## src/rtl/tlvcfs_pkg.sv

```systemverilog
`timescale 1ns / 1ps
`default_nettype none
// ----------------------------------------------------------------------------
// tlvcfs_pkg
// Shared types and constants of the tlv composite field splitter: item
// structs, byte role codes, configuration register indexes and reset codes.
// ----------------------------------------------------------------------------
package tlvcfs_pkg;

    localparam int unsigned CFG_INDEX_W = 2;
    localparam int unsigned CFG_DATA_W  = 8;

    localparam logic [CFG_INDEX_W-1:0] CFG_IDX_ONE   = 2'd0;
    localparam logic [CFG_INDEX_W-1:0] CFG_IDX_TWO   = 2'd1;
    localparam logic [CFG_INDEX_W-1:0] CFG_IDX_FOUR  = 2'd2;
    localparam logic [CFG_INDEX_W-1:0] CFG_IDX_EIGHT = 2'd3;

    localparam logic [7:0] CODE_ONE_RST   = 8'd1;
    localparam logic [7:0] CODE_TWO_RST   = 8'd2;
    localparam logic [7:0] CODE_FOUR_RST  = 8'd3;
    localparam logic [7:0] CODE_EIGHT_RST = 8'd4;

    localparam logic [2:0] ROLE_OUTER   = 3'd0;
    localparam logic [2:0] ROLE_TAG     = 3'd1;
    localparam logic [2:0] ROLE_TYPE    = 3'd2;
    localparam logic [2:0] ROLE_LENGTH  = 3'd3;
    localparam logic [2:0] ROLE_VALUE   = 3'd4;
    localparam logic [2:0] ROLE_IGNORED = 3'd5;

    typedef struct packed {
        logic [7:0] data_byte;
        logic       first_of_message;
        logic       last_of_buffer;
    } t_in_item;

    typedef struct packed {
        logic [2:0]  byte_role;
        logic [15:0] sub_tag;
        logic [7:0]  sub_type;
        logic [31:0] sub_value_length;
        logic        field_end;
        logic        message_end;
        logic        status;
    } t_out_item;

    typedef struct packed {
        logic [7:0] one;
        logic [7:0] two;
        logic [7:0] four;
        logic [7:0] eight;
    } t_cfg_codes;

endpackage
`default_nettype wire

```

## src/rtl/tlvcfs_cfg_regs.sv

```systemverilog
`timescale 1ns / 1ps
`default_nettype none
// ----------------------------------------------------------------------------
// tlvcfs_cfg_regs
// Type code registers for the fixed-size value types, written by index.
// ----------------------------------------------------------------------------
module tlvcfs_cfg_regs (
    input  wire logic                                i_clk,
    input  wire logic                                i_rst_n,
    input  wire logic                                i_cfg_we,
    input  wire logic [tlvcfs_pkg::CFG_INDEX_W-1:0]  i_cfg_index,
    input  wire logic [tlvcfs_pkg::CFG_DATA_W-1:0]   i_cfg_data,
    output tlvcfs_pkg::t_cfg_codes                   o_codes
);

    tlvcfs_pkg::t_cfg_codes r_codes;

    always_ff @(posedge i_clk) begin
        if (!i_rst_n) begin
            r_codes.one   <= tlvcfs_pkg::CODE_ONE_RST;
            r_codes.two   <= tlvcfs_pkg::CODE_TWO_RST;
            r_codes.four  <= tlvcfs_pkg::CODE_FOUR_RST;
            r_codes.eight <= tlvcfs_pkg::CODE_EIGHT_RST;
        end else if (i_cfg_we) begin
            case (i_cfg_index)
                tlvcfs_pkg::CFG_IDX_ONE:   r_codes.one   <= i_cfg_data;
                tlvcfs_pkg::CFG_IDX_TWO:   r_codes.two   <= i_cfg_data;
                tlvcfs_pkg::CFG_IDX_FOUR:  r_codes.four  <= i_cfg_data;
                tlvcfs_pkg::CFG_IDX_EIGHT: r_codes.eight <= i_cfg_data;
                default: begin
                end
            endcase
        end
    end

    assign o_codes = r_codes;

endmodule
`default_nettype wire

```

## src/rtl/tlvcfs_parse_core.sv

```systemverilog
`timescale 1ns / 1ps
`default_nettype none
// ----------------------------------------------------------------------------
// tlvcfs_parse_core
// Per-byte parse state machine: tracks header, tag, type, length and value
// phases with body and value counters, and forms the result for each byte.
// ----------------------------------------------------------------------------
module tlvcfs_parse_core (
    input  wire logic                  i_clk,
    input  wire logic                  i_rst_n,
    input  wire logic                  i_step,
    input  wire tlvcfs_pkg::t_in_item  i_item,
    input  wire tlvcfs_pkg::t_cfg_codes i_codes,
    output tlvcfs_pkg::t_out_item      o_result
);

    typedef enum logic [2:0] {
        PH_OUTER,
        PH_TAG,
        PH_TYPE,
        PH_LEN,
        PH_VALUE,
        PH_IDLE
    } t_phase;

    t_phase      r_phase, n_phase;
    logic [2:0]  r_cnt, n_cnt;
    logic [31:0] r_body, n_body;
    logic [31:0] r_vrem, n_vrem;
    logic [15:0] r_tag, n_tag;
    logic [7:0]  r_type, n_type;
    logic [31:0] r_len, n_len;
    logic        r_err, n_err;

    logic [3:0]  size;
    logic        unit_done;
    logic        fend;
    logic        mend;
    logic        hide;
    logic [2:0]  role;
    logic [7:0]  b;

    assign b = i_item.data_byte;

    // fixed value size, first matching code wins
    always_comb begin
        if (b == i_codes.one) begin
            size = 4'd1;
        end else if (b == i_codes.two) begin
            size = 4'd2;
        end else if (b == i_codes.four) begin
            size = 4'd4;
        end else if (b == i_codes.eight) begin
            size = 4'd8;
        end else begin
            size = 4'd0;
        end
    end

    always_comb begin
        if (i_item.first_of_message) begin
            n_phase = PH_OUTER;
            n_cnt   = 3'd0;
            n_body  = 32'd0;
            n_vrem  = 32'd0;
            n_tag   = 16'd0;
            n_type  = 8'd0;
            n_len   = 32'd0;
            n_err   = 1'b0;
        end else begin
            n_phase = r_phase;
            n_cnt   = r_cnt;
            n_body  = r_body;
            n_vrem  = r_vrem;
            n_tag   = r_tag;
            n_type  = r_type;
            n_len   = r_len;
            n_err   = r_err;
        end
        role      = tlvcfs_pkg::ROLE_IGNORED;
        unit_done = 1'b0;
        fend      = 1'b0;
        mend      = 1'b0;
        hide      = 1'b0;

        // every sub-field byte consumes one body byte
        if ((n_phase == PH_TAG || n_phase == PH_TYPE || n_phase == PH_LEN
                || n_phase == PH_VALUE) && n_body != 32'd0) begin
            n_body = n_body - 32'd1;
        end

        case (n_phase)
            PH_OUTER: begin
                role = tlvcfs_pkg::ROLE_OUTER;
                if (n_cnt >= 3'd3) begin
                    n_body = {n_body[23:0], b};
                end
                n_cnt = n_cnt + 3'd1;
                if (n_cnt >= 3'd7) begin
                    unit_done = 1'b1;
                end
            end
            PH_TAG: begin
                role = tlvcfs_pkg::ROLE_TAG;
                if (n_cnt == 3'd0) begin
                    n_tag  = {b, 8'd0};
                    n_type = 8'd0;
                    n_len  = 32'd0;
                    hide   = 1'b1;
                    n_cnt  = 3'd1;
                end else begin
                    n_tag   = {n_tag[15:8], b};
                    n_phase = PH_TYPE;
                end
            end
            PH_TYPE: begin
                role   = tlvcfs_pkg::ROLE_TYPE;
                n_type = b;
                if (size != 4'd0) begin
                    n_len = {28'd0, size};
                    if ({28'd0, size} > n_body) begin
                        n_err   = 1'b1;
                        n_phase = PH_IDLE;
                    end else begin
                        n_vrem  = {28'd0, size};
                        n_phase = PH_VALUE;
                    end
                end else if (n_body < 32'd4) begin
                    n_err   = 1'b1;
                    n_phase = PH_IDLE;
                end else begin
                    n_vrem  = 32'd0;
                    n_cnt   = 3'd0;
                    n_phase = PH_LEN;
                end
            end
            PH_LEN: begin
                role   = tlvcfs_pkg::ROLE_LENGTH;
                n_vrem = {n_vrem[23:0], b};
                n_cnt  = n_cnt + 3'd1;
                if (n_cnt >= 3'd4) begin
                    n_len = n_vrem;
                    if (n_vrem > n_body) begin
                        n_err   = 1'b1;
                        n_phase = PH_IDLE;
                    end else if (n_vrem == 32'd0) begin
                        fend      = 1'b1;
                        unit_done = 1'b1;
                    end else begin
                        n_phase = PH_VALUE;
                    end
                end
            end
            PH_VALUE: begin
                role = tlvcfs_pkg::ROLE_VALUE;
                if (n_vrem != 32'd0) begin
                    n_vrem = n_vrem - 32'd1;
                end
                if (n_vrem == 32'd0) begin
                    fend      = 1'b1;
                    unit_done = 1'b1;
                end
            end
            default: begin
                n_phase = PH_IDLE;
            end
        endcase

        // decide what follows the header or a finished sub-field
        if (unit_done) begin
            if (n_body == 32'd0) begin
                mend    = 1'b1;
                n_phase = PH_IDLE;
            end else if (n_body < 32'd3) begin
                n_err   = 1'b1;
                n_phase = PH_IDLE;
            end else begin
                n_phase = PH_TAG;
                n_cnt   = 3'd0;
            end
        end

        if (i_item.last_of_buffer) begin
            if (n_phase != PH_IDLE) begin
                n_err = 1'b1;
            end
            n_phase = PH_IDLE;
        end
    end

    always_comb begin
        o_result.byte_role        = role;
        o_result.sub_tag          = hide ? 16'd0 : n_tag;
        o_result.sub_type         = n_type;
        o_result.sub_value_length = n_len;
        o_result.field_end        = fend;
        o_result.message_end      = mend;
        o_result.status           = n_err;
    end

    always_ff @(posedge i_clk) begin
        if (!i_rst_n) begin
            r_phase <= PH_OUTER;
            r_cnt   <= 3'd0;
            r_body  <= 32'd0;
            r_vrem  <= 32'd0;
            r_tag   <= 16'd0;
            r_type  <= 8'd0;
            r_len   <= 32'd0;
            r_err   <= 1'b0;
        end else if (i_step) begin
            r_phase <= n_phase;
            r_cnt   <= n_cnt;
            r_body  <= n_body;
            r_vrem  <= n_vrem;
            r_tag   <= n_tag;
            r_type  <= n_type;
            r_len   <= n_len;
            r_err   <= n_err;
        end
    end

endmodule
`default_nettype wire

```

## src/rtl/tlv_composite_field_splitter.sv

```systemverilog
`timescale 1ns / 1ps
`default_nettype none
// ----------------------------------------------------------------------------
// tlv_composite_field_splitter
// Splits a composite tag/type/length message, one byte per item, into byte
// roles with the current sub-field's tag, type, value length and end flags.
//
//   channel  direction  handshake                  payload
//   in       input      i_in_valid / o_in_stall    i_in_item  (t_in_item)
//   out      output     o_out_valid / i_out_stall  o_out_item (t_out_item)
//   cfg      input      i_cfg_we                   i_cfg_index, i_cfg_data
//
// one item per cycle sustained while the output is not stalled; a result is
// offered once its item has passed the input register, then the result register
// the parse state advances when the input register hands its item to the
// result register; the header counter and body/value counters are its only loop
// synchronous active-low reset clears the pipeline and parse state and restores the default type codes
// a stalled result holds; the input side keeps taking items until both
// registers are full
// ----------------------------------------------------------------------------
module tlv_composite_field_splitter (
    input  wire logic                                i_clk,
    input  wire logic                                i_rst_n,
    input  wire logic                                i_in_valid,
    output      logic                                o_in_stall,
    input  wire tlvcfs_pkg::t_in_item                i_in_item,
    output      logic                                o_out_valid,
    input  wire logic                                i_out_stall,
    output tlvcfs_pkg::t_out_item                    o_out_item,
    input  wire logic                                i_cfg_we,
    input  wire logic [tlvcfs_pkg::CFG_INDEX_W-1:0]  i_cfg_index,
    input  wire logic [tlvcfs_pkg::CFG_DATA_W-1:0]   i_cfg_data
);

    tlvcfs_pkg::t_cfg_codes codes;
    tlvcfs_pkg::t_in_item   r_s1_item;
    tlvcfs_pkg::t_out_item  r_out_item;
    tlvcfs_pkg::t_out_item  result;
    logic                   r_s1_valid;
    logic                   r_out_valid;
    logic                   s1_adv;
    logic                   in_accept;

    tlvcfs_cfg_regs u_cfg (
        .i_clk       (i_clk),
        .i_rst_n     (i_rst_n),
        .i_cfg_we    (i_cfg_we),
        .i_cfg_index (i_cfg_index),
        .i_cfg_data  (i_cfg_data),
        .o_codes     (codes)
    );

    tlvcfs_parse_core u_core (
        .i_clk    (i_clk),
        .i_rst_n  (i_rst_n),
        .i_step   (s1_adv),
        .i_item   (r_s1_item),
        .i_codes  (codes),
        .o_result (result)
    );

    assign s1_adv     = r_s1_valid && (!r_out_valid || !i_out_stall);
    assign o_in_stall = r_s1_valid && !s1_adv;
    assign in_accept  = i_in_valid && !o_in_stall;

    always_ff @(posedge i_clk) begin
        if (!i_rst_n) begin
            r_s1_valid  <= 1'b0;
            r_out_valid <= 1'b0;
        end else begin
            if (in_accept) begin
                r_s1_valid <= 1'b1;
            end else if (s1_adv) begin
                r_s1_valid <= 1'b0;
            end
            if (s1_adv) begin
                r_out_valid <= 1'b1;
            end else if (!i_out_stall) begin
                r_out_valid <= 1'b0;
            end
        end
    end

    always_ff @(posedge i_clk) begin
        if (in_accept) begin
            r_s1_item <= i_in_item;
        end
        if (s1_adv) begin
            r_out_item <= result;
        end
    end

    assign o_out_valid = r_out_valid;
    assign o_out_item  = r_out_item;

endmodule
`default_nettype wire
```

## config.mk

```make
export PLATFORM = sky130hd
export DESIGN_NAME = tlv_composite_field_splitter
export DESIGN_NICKNAME = d
export VERILOG_FILES = /design/src/rtl/tlvcfs_pkg.sv /design/src/rtl/tlvcfs_cfg_regs.sv /design/src/rtl/tlvcfs_parse_core.sv /design/src/rtl/tlv_composite_field_splitter.sv
export SDC_FILE = /design/constraint.sdc
export NUM_CORES = 1
export LEC_CHECK = 0
export BUFFER_PORTS_ARGS = -buffer_cell sky130_fd_sc_hd__buf_2
export CORE_MARGIN = 1
export CORE_UTILIZATION = 47
export DETAILED_ROUTE_END_ITERATION = 12
export PLACE_DENSITY_LB_ADDON = 0.1
export RECOVER_POWER = 100
export SYNTH_ARGS = -nofsm -noshare
export SYNTH_HDL_FRONTEND = slang
export SYNTH_SLANG_ARGS = --single-unit
```

## constraint.sdc

```tcl
create_clock -name i_clk -period 6.2 [get_ports i_clk]
set_input_delay 1.55 -clock i_clk [delete_from_list [all_inputs] [get_ports i_clk]]
set_output_delay 1.55 -clock i_clk [all_outputs]
set_load 0.05 [all_outputs]
```

==> impl_metrics.yaml, run 1 <==
power:
  total_leakage_power_nw: 6.020
  switching_share: 0.3099
  power_mw: 4.022
  p_sw_mw: 1.247
  power_frac_seq: 0.413
  vdd_ir_drop_max_mv: 0.2126
  clkPwrFrac: 0.393
  p_int_mw: 2.775
  p_per_area_nw_per_um2: 251.2
  combPwrFrac: 0.194
sta:
  worst_pin_slew_ns: 3.508
  fin_crit_sh: 0.9186
  maxSlewHeadroom: -1.339
  drv_slew: 259
  max_freq_mhz: 175.6
  finClkSkew_ns: 0.01477
  hold_viol: 0
  final-setup-viol-count: 0
  rsz0062_at_grt: "no"
  fin_crit_ns: 5.696
  setup_tns_ns: 0
yosys:
  synth-simple-area-share: 0.2407
  yosysWarnings: 0
  synth_top_cell_area_share: 0.2206
  synth-xor-area-share: 0.03168
  yosys.area_share.adder: 0.03596
  synth_edf_count: 72
  async_flop_share: 0
  post_synth_num_cell_types: 93
  synth_ff_type: "dfxtp_1"
  ys_seq_area_frac: 0.3685
  syn_inst: 1782
  yosys.area.top_type: "dfxtp_1"
  synth_most_common_cell: "nand2_1"
  ys_seq_elements: 233
  synth.area.top_cells: "dfxtp_1, edfxtp_1, a21oi_1"
  synth_common_cells: "nand2_1, a21oi_1, nor2_1, dfxtp_1, clkbuf_1"
  synthMuxAreaShare: 0.01978
  synth-compound-area-share: 0.2530
  syn_avg_cell_area_um2: 8.200
  synth_nets: 1849
  syn-cell-area_um2: 14610
  synth_top_family_by_area: "compound AO/OA/AOI/OAI gates"
worst_setup_path:
  r2r-start: "u_core.r_phase[1]$_SDFFE_PN0P_"
  start_kind: "flop"
  regToRegSetupSlack_ns: 0.50
  crit_path_frequent_cell: "o21ai_0"
  reg2reg_depth: 20
  slowest_delay_ns: 0.65
  reg2reg_to: "u_core.r_cnt[2]$_SDFFE_PN0P_"
  worst_ep_arrival_time_ns: 6.06
  end_kind: "flop"
  crit_type: "reg -> reg"
  slowest_stage: "dfxtp_1"
  crit_fanout: 15
  crit_path_cell_trace: "or3_1 -> nand3_1 -> or4_4 -> nor2_1 -> nand2_1 -> or3_1 -> nor2_1 -> a31oi_1 -> ha_1 -> o21ai_0 -> o21ai_0 -> a211oi_1 -> o211ai_1 -> a41o_1 -> a211oi_1 -> o21ai_0 -> o211ai_1 -> o21ai_1 -> a21oi_1 -> o32ai_2"
  required_ns: 6.57
hold_path:
  min_path_type: "reg -> reg"
  min_to: "u_core.r_type[3]$_SDFFE_PN0P_"
  hold_start: "u_core.r_type[3]$_SDFFE_PN0P_"
  min_path_cells: 2
route:
  dr.pass1.iters: 6
  wl_per_cell_um: 22.63
  drt-initial-drc-count: 1482
  drt-total-wl_mm: 50.11
  avgViaCountPerCell: 6.411
  num_vias: 14193
  ant_nets: 0
  drc: 0
cts:
  postCtsHoldBufs: 0
  cts_setup_buffers: 0
  numCtsBuffers: 27
  cts_resized: 0
  cts_root_buf: "clkbuf_16"
  htree_levels: 1
  insertion_delay_ns: 0.55
  cts.sinks: 233
  cts_tree: "yes"
  max-clock-path-buffers: 3
  clk_pin_slew_ns: 0.06
global_routing:
  track_usage: 0.3147
  busiest_layer: "met2"
  grtUsageMet2: 0.4927
  grt_overflow: 0
  grt_pass1_wl_mm: 77.02
  grt_pass1_vias: 12988
  grtUsageMet3: 0.04348
  gr-usage-met1: 0.4370
  grt_max_degree: 76
  antenna_found_initial: 0
placed_design:
  globalplace.congestion: 0.9706
  numPortBuffers: 88
  post-dp-hpwl_mm: 34.39
  placed_cells: 2165
final_layout:
  antennaDiodeCount: 0
  area_growth_pct: 9.590
  nets: 1865
  utilization: 0.5235
  drive_gt1_frac: 0.09186
  final_cells: 2214
floorplanning:
  initial_utilization: 0.4777
  die_width_um: 178.3
  io_pins: 89
  die_h_um: 178.3
  core_area_um2: 30590
  dieArea_um2: 31800
  num_rows: 64
run_status:
  violations: "capacitance limit, slew limit"
  status: "finished with violations"
run:
  cap_violations: 6
## per-stage QoR
stage / hold slack, ns / area [um^2] / setup WS [ns]
floorplan: 0.4360 / 14610 / 0.2460
detailed placement: 0.4477 / 15310 / 0.6600
global route: 0.4709 / 16010 / 0.1699
finish: 0.4529 / 16010 / 0.5044
CTS: 0.4558 / 16190 / 0.6342
global placement: 0.4409 / 15310 / 0.7516
## per-layer routing
layer,part of all wire,vias up
met4,0.040,0
met2,0.45,672
li1,-,6627
met5,0,-
met3,0.080,123
met1,0.43,6771
## cell usage in the layout (no fill, tap or decap), drive strengths merged, types with 11 or more instances in the layout
cell type	n
nand2	233
a21oi	186
nor2	163
dfxtp	161
clkbuf	113
edfxtp	72
o21ai	68
inv	52
buf	51
nor3	50
ha	42
nor2b	36
nand3	36
nor4	36
a22o	35
xor2	33
a31oi	27
and3	24
o211ai	24
nand4	24
or3	22
mux2i	21
o221a	21
a211oi	19
xnor2	19
or4	16
o211a	14
nand2b	13
a22oi	13
and2	12
o21a	11
o31ai	11
a21boi	11
## worst max path at each step
stage	startpoint	slack, ns	endpoint	cells past startpoint
finish	u_core.r_phase[1]$_SDFFE_PN0P_	0.50	u_core.r_cnt[2]$_SDFFE_PN0P_	20
global route	u_core.r_phase[1]$_SDFFE_PN0P_	0.17	u_core.r_cnt[2]$_SDFFE_PN0P_	20
CTS	u_core.r_phase[1]$_SDFFE_PN0P_	0.63	u_core.r_cnt[1]$_SDFFE_PN0P_	20
detailed placement	u_core.r_phase[1]$_SDFFE_PN0P_	0.66	u_core.r_cnt[1]$_SDFFE_PN0P_	20
global placement	u_core.r_phase[1]$_SDFFE_PN0P_	0.75	u_core.r_cnt[2]$_SDFFE_PN0P_	19
floorplan	r_s1_item[1]$_DFFE_PP_	0.25	u_core.r_cnt[2]$_SDFFE_PN0P_	31
## final cells by class
type | count | area [um^2]
Clock inverter | 9 | 61.31
Inverter | 49 | 188.9
Tap cell | 396 | 495.5
Clock buffer | 40 | 815.8
Multi-Input combinational cell | 1363 | 8452
Sequential cell | 233 | 5385
Fill cell | 2927 | 14580
Timing Repair Buffer | 124 | 615.6
## state kept, by name, indices dropped and copies added (netlist names)
register        count
r_s1_item          10
u_core.r_vrem      32
u_core.r_type       8
u_core.r_tag       16
u_core.r_len       32
o_out_item         62
u_core.r_phase      3
u_cfg.o_codes      32
u_core.r_body      32
u_core.r_cnt        3
u_core.r_err        1
r_s1_valid          1
o_out_valid         1
## critical path, delay by kind of cell, from the launching register on
kind / cells / cell delay [ns]
compound gates: 12 / 2.36
fa+ha+maj: 1 / 0.31
flops: 1 / 0.65
simple gates: 7 / 2.17
## power groups by stage
stage	sequential, mW	combinational (mW)	clock (mW)
after floorplan	1.72	0.530	0
after global placement	1.69	0.780	0
after detailed placement	1.69	0.781	0
after CTS	1.66	0.784	1.61
after global routing	1.66	0.843	1.66
final	1.66	0.780	1.58
## logic make-up (layout without fill, tap and decap cells)
kind of cell,after synthesis,in the layout
AO/OA/AOI/OAI,536,536
XOR/XNOR,52,52
adder cells (fa/ha/maj),42,42
buffers and inverters,186,222
flip-flops,233,233
multiplexers,28,28
AND/OR/NAND/NOR,705,705
Note: power is estimated with default switching activity, not from simulation.
==> inputs of run 2 (changes only) <==
--- a/config.mk
+++ b/config.mk
@@ -6,6 +6,7 @@
 export NUM_CORES = 1
 export LEC_CHECK = 0
 export BUFFER_PORTS_ARGS = -buffer_cell sky130_fd_sc_hd__buf_2
+export CORE_ASPECT_RATIO = 1.75
 export CORE_MARGIN = 1
 export CORE_UTILIZATION = 47
 export DETAILED_ROUTE_END_ITERATION = 12
==> run 2 against run 1 <==
  * The flow still finishes with violations (capacitance limit, slew limit)
  * Sequential share of layout area fell by 0.12 points
  * Worst hold slack improved by 0.0035 ns
  * Highest routed layer unchanged
  * Clock skew increased by 0.0091 ns
  * Wire length grew 10%
  * Non-clock buffer count rose by 18
  * Global-route usage increased by 3.3 points
  * Final area up 0.38%
  * Clock power shrank 7%
  * Clock-buffer cell count is 8 lower
  * Combinational power rose by 6.3%
  * Critical path depth stayed put
  * Sequential power hardly changed
==> impl_metrics.yaml, run 2 (synthesis results as in run 1) <==
run_status:
  status: "finished with violations"
  violations: "capacitance limit, slew limit"
final_layout:
  largest_register_ffs: 62
  final_common_cell: "nand2_1"
  area_growth_pct: 10.00
  nets: 1880
  stdcell_area_um2: 16070
  antennaDiodeCount: 0
  num-fill-cells: 2987
  regArea_um2: 5386
  final_cell_mix: "nand2_1, a21oi_1, nor2_1"
  multiInputGateArea_um2: 8499
  drive_gt1_frac: 0.09995
worst_setup_path:
  crit_path_start: "r_s1_item[1]$_DFFE_PP_"
  slowest_delay_ns: 1.19
  required_ns: 6.51
  cp_num_cells: 20
  crit_path_frequent_cell: "o21ai_0"
  crit_type: "reg -> reg"
  slowest_stage: "clkbuf_1"
  start_kind: "flop"
  end_kind: "flop"
  timing.critical_path.to: "o_out_item[0]$_DFFE_PP_"
  crit_fanout: 44
  worst_ep_arrival_time_ns: 6.11
  r2r-start: "r_s1_item[1]$_DFFE_PP_"
  worst-path-buf-inv: 4
  crit_path_cell_trace: "clkbuf_2 -> buf_4 -> a21o_1 -> nand4_1 -> nand2_1 -> nand3_1 -> o21ai_0 -> inv_1 -> ha_1 -> nor2b_1 -> o21ai_0 -> nand2b_1 -> a21oi_1 -> a41o_1 -> o21ai_0 -> nand4_2 -> clkbuf_1 -> nand3_1 -> nor2_1 -> nand2_1"
  cp_top_family: "buffers and inverters"
  reg2reg_to: "o_out_item[0]$_DFFE_PP_"
  reg2reg_depth: 20
  regToRegSetupSlack_ns: 0.40
floorplanning:
  core_area_um2: 30630
  num_rows: 85
  dieArea_um2: 31830
  die_width_um: 135.3
  initial_utilization: 0.4771
  die_h_um: 235.3
  io_pins: 89
sta:
  worst_pin_slew_ns: 2.246
  worst_hold_slack_ns: 0.4564
  fin_crit_sh: 0.9356
  finClkSkew_ns: 0.02386
  setup_tns_ns: 0
  final-setup-viol-count: 0
  hold_viol: 0
  setup_ws_ns: 0.3992
  drv_slew: 90
  rsz0062_at_grt: "no"
  maxSlewHeadroom: -0.4972
  max_freq_mhz: 172.4
  fin_crit_ns: 5.801
cts:
  cts.sinks: 233
  cts_setup_buffers: 0
  clk_pin_slew_ns: 0.06
  insertion_delay_ns: 0.57
  cts_root_buf: "clkbuf_16"
  cts_tree: "yes"
  htree_levels: 1
  max-clock-path-buffers: 3
  numCtsBuffers: 24
route:
  avgViaCountPerCell: 6.495
  dr.pass1.iters: 8
  drc: 0
  ant_nets: 0
  num_vias: 14431
  drt-total-wl_mm: 55.23
  wl_per_cell_um: 24.86
  drt-initial-drc-count: 1126
global_routing:
  antenna_found_initial: 0
  track_usage: 0.3473
  grt_pass1_wl_mm: 83.55
  grt_overflow: 0
  grt_pass1_vias: 13991
  grt_max_degree: 69
placed_design:
  globalplace.congestion: 1.035
  placed_area_um2: 15430
  post-dp-hpwl_mm: 39.65
  numPortBuffers: 88
  place_ws_ns: 0.5574
run:
  cap_violations: 4
power:
  vdd_ir_drop_max_mv: 0.2256
  total_leakage_power_nw: 6.045
  p_per_area_nw_per_um2: 246.4
hold_path:
  min_path_type: "reg -> reg"
  hold_start: "u_core.r_tag[5]$_SDFFE_PN0P_"
[run 2: tightest hold or removal path, stage by stage, from the launching register on]
cell and delay [ns]:
dfxtp_1 0.31, nand2_1 0.05, a21oi_1 0.05
[run 2: cell type report]
cell class	count	area share
inverters	49	0.01152
flip-flops and latches	233	0.3351
clock buffers	32	0.04234
repair buffers	142	0.04538
multi-input cells	1363	0.5288
well taps	391	0.03044
clock inverters	12	0.006461
[run 2: worst min path at each step]
stage,to,slack [ns],cells after the start
after global routing,u_core.r_tag[4]$_SDFFE_PN0P_,0.47,2
final,u_core.r_tag[5]$_SDFFE_PN0P_,0.46,2
after floorplan,u_core.r_len[31]$_SDFFE_PN0P_,0.44,2
after detailed placement,u_core.r_tag[5]$_SDFFE_PN0P_,0.45,2
after CTS,u_core.r_tag[5]$_SDFFE_PN0P_,0.46,2
after global placement,u_core.r_len[28]$_SDFFE_PN0P_,0.44,2
[run 2: what timing repair did]
action,CTS,global route
hold buffers,0,0
gates resized for setup,0,1
setup endpoints to repair,0,3
[run 2: per-layer routing]
layer	part of all wire	wire length, um	track usage	vias up
met4	0.076	4207	0.2404	0
li1	-	-	-	6636
met2	0.51	28100	0.6131	599
met1	0.36	19770	0.3795	6982
met3	0.057	3146	0.04307	214
met5	0	0	0	-
[run 2: per-stage QoR]
step,cells,power (mW),utilization
floorplan,1782,2.252,-
global placement,2178,2.506,0.5036
detailed placement,2178,2.510,0.5036
CTS,2222,3.974,0.5292
global route,2222,4.093,0.5248
finish,2222,3.961,0.5248
[run 2: where the power goes]
part / internal, mW / switching, mW / total, mW
registers: 1.61 / 0.0473 / 1.66
clock network: 0.818 / 0.654 / 1.47
logic: 0.267 / 0.562 / 0.829
total: 2.70 / 1.26 / 3.96
==> inputs of run 3 (changes only) <==
==> constraint.sdc (replaced) <==
create_clock -name i_clk -period 6.65 [get_ports i_clk]
set_input_delay 1.6625 -clock i_clk [delete_from_list [all_inputs] [get_ports i_clk]]
set_output_delay 1.6625 -clock i_clk [all_outputs]
set_load 0.05 [all_outputs]
==> run 3 against run 2 <==
  * The flow still finishes with violations (capacitance limit, slew limit)
  * Sequential share of layout area is essentially flat
  * First-iteration DRC count shrank 5.0%
  * Critical path depth down 11
  * Via count grew 0.55%
  * Non-clock buffer count is 4 lower
  * Clock power hardly changed
  * Critical path type is now in -> reg
  * Largest cell class unchanged
==> impl_metrics.yaml, run 3 (synthesis results as in run 1) <==
final_layout:
  final_cells: 2218
  nets: 1876
  drive_gt1_frac: 0.09469
  final_cell_mix: "nand2_1, a21oi_1, nor2_1"
  utilization: 0.5246
  antennaDiodeCount: 0
  num-fill-cells: 3004
  area_growth_pct: 9.950
  largest_register_ffs: 62
  final_common_cell: "nand2_1"
floorplanning:
  die_width_um: 135.3
  die_h_um: 235.3
  io_pins: 89
  core_area_um2: 30630
  initial_utilization: 0.4771
  dieArea_um2: 31830
  num_rows: 85
run_status:
  violations: "capacitance limit, slew limit"
  status: "finished with violations"
sta:
  max_freq_mhz: 163.4
  rsz0062_at_grt: "no"
  drv_slew: 441
  fin_crit_sh: 0.9205
  final-setup-viol-count: 0
  worst_pin_slew_ns: 4.283
  setup_tns_ns: 0
  hold_viol: 0
  setup_ws_ns: 0.5289
  maxSlewHeadroom: -1.856
  fin_crit_ns: 6.121
  finClkSkew_ns: 0.01194
worst_setup_path:
  worst-path-buf-inv: 4
  worst_ep_arrival_time_ns: 6.38
  crit_path_frequent_cell: "clkbuf_1"
  slowest_delay_ns: 1.64
  crit_fanout: 46
  cp_top_family: "buffers and inverters"
  start_kind: "input port"
  crit_type: "in -> reg"
  crit_path_cell_trace: "clkbuf_1 -> nand2_1 -> nand2_2 -> clkbuf_1 -> clkbuf_1 -> nor2_1 -> buf_4 -> a21oi_1 -> nor3_1"
  required_ns: 6.91
  end_kind: "flop"
  slowest_stage: "clkbuf_1"
power:
  vdd_ir_drop_max_mv: 0.2187
  power_mw: 3.778
  p_per_area_nw_per_um2: 235.1
  total_leakage_power_nw: 6.028
global_routing:
  antenna_found_initial: 1
  grt_overflow: 0
  track_usage: 0.3551
  grt_pass1_wl_mm: 84.97
  grt_pass1_vias: 14240
  grt_max_degree: 88
cts:
  cts_resized: 0
  htree_levels: 1
  insertion_delay_ns: 0.56
  cts_root_buf: "clkbuf_16"
  cts_setup_buffers: 0
  numCtsBuffers: 24
  clk_pin_slew_ns: 0.07
  cts_tree: "yes"
  max-clock-path-buffers: 3
  postCtsHoldBufs: 0
  cts.sinks: 233
route:
  avgViaCountPerCell: 6.542
  drt-initial-drc-count: 1070
  drc: 0
  num_vias: 14511
  dr.pass1.iters: 6
  wl_per_cell_um: 25.69
  ant_nets: 0
  drt-total-wl_mm: 56.97
placed_design:
  numPortBuffers: 88
  post-dp-hpwl_mm: 40.31
  globalplace.congestion: 1.049
  placed_cells: 2174
  place_ws_ns: 1.123
run:
  cap_violations: 9
hold_path:
  min_path_type: "reg -> reg"
-- run 3: final timing paths --
check                                from  cells past startpoint                             to  slack, ns
max                           i_out_stall                      9  u_core.r_vrem[3]$_SDFFE_PN0P_       0.53
min          u_core.r_len[5]$_SDFFE_PN0P_                      2   u_core.r_len[5]$_SDFFE_PN0P_       0.45
max reg2reg        r_s1_item[1]$_DFFE_PP_                     14        o_out_item[0]$_DFFE_PP_       0.55
min reg2reg  u_core.r_len[5]$_SDFFE_PN0P_                      2   u_core.r_len[5]$_SDFFE_PN0P_       0.45
-- run 3: power by group --
| group | switching (mW) | leakage [nW] | internal [mW] |
|---|---|---|---|
| clock network | 0.618 | 0.394 | 0.833 |
| registers | 0.0381 | 2.00 | 1.50 |
| logic | 0.540 | 3.63 | 0.244 |
| total | 1.20 | 6.03 | 2.58 |
-- run 3: routing by layer --
layer  part of all wire  vias up  track usage
li1                   -     6634            -
met1               0.35     6919       0.3747
met2               0.50      683       0.6180
met3              0.066      273      0.06223
met4              0.084        2       0.2697
met5            0.00021        -            0
-- run 3: stage by stage --
step	area (um^2)	hold slack [ns]
after floorplan	14610	0.4360
after CTS	16220	0.4558
after detailed placement	15400	0.4464
after global placement	15400	0.4410
final	16070	0.4547
after global routing	16070	0.4702
-- run 3: area by class of cell --
type,count,area [um^2],area share
Sequential cell,233,5385,0.3352
Clock inverter,15,195.2,0.01215
Timing Repair Buffer,138,688.2,0.04283
Multi-Input combinational cell,1363,8494,0.5287
Inverter,49,185.2,0.01153
Tap cell,391,489.2,0.03045
Clock buffer,29,629.4,0.03917
-- run 3: worst min-delay path: cells and delay by family (launching register included) --
kind	cells	cell delay, ns
DFF	1	0.31
and+or+nand+nor	1	0.05
AOI/OAI and AO/OA	1	0.05
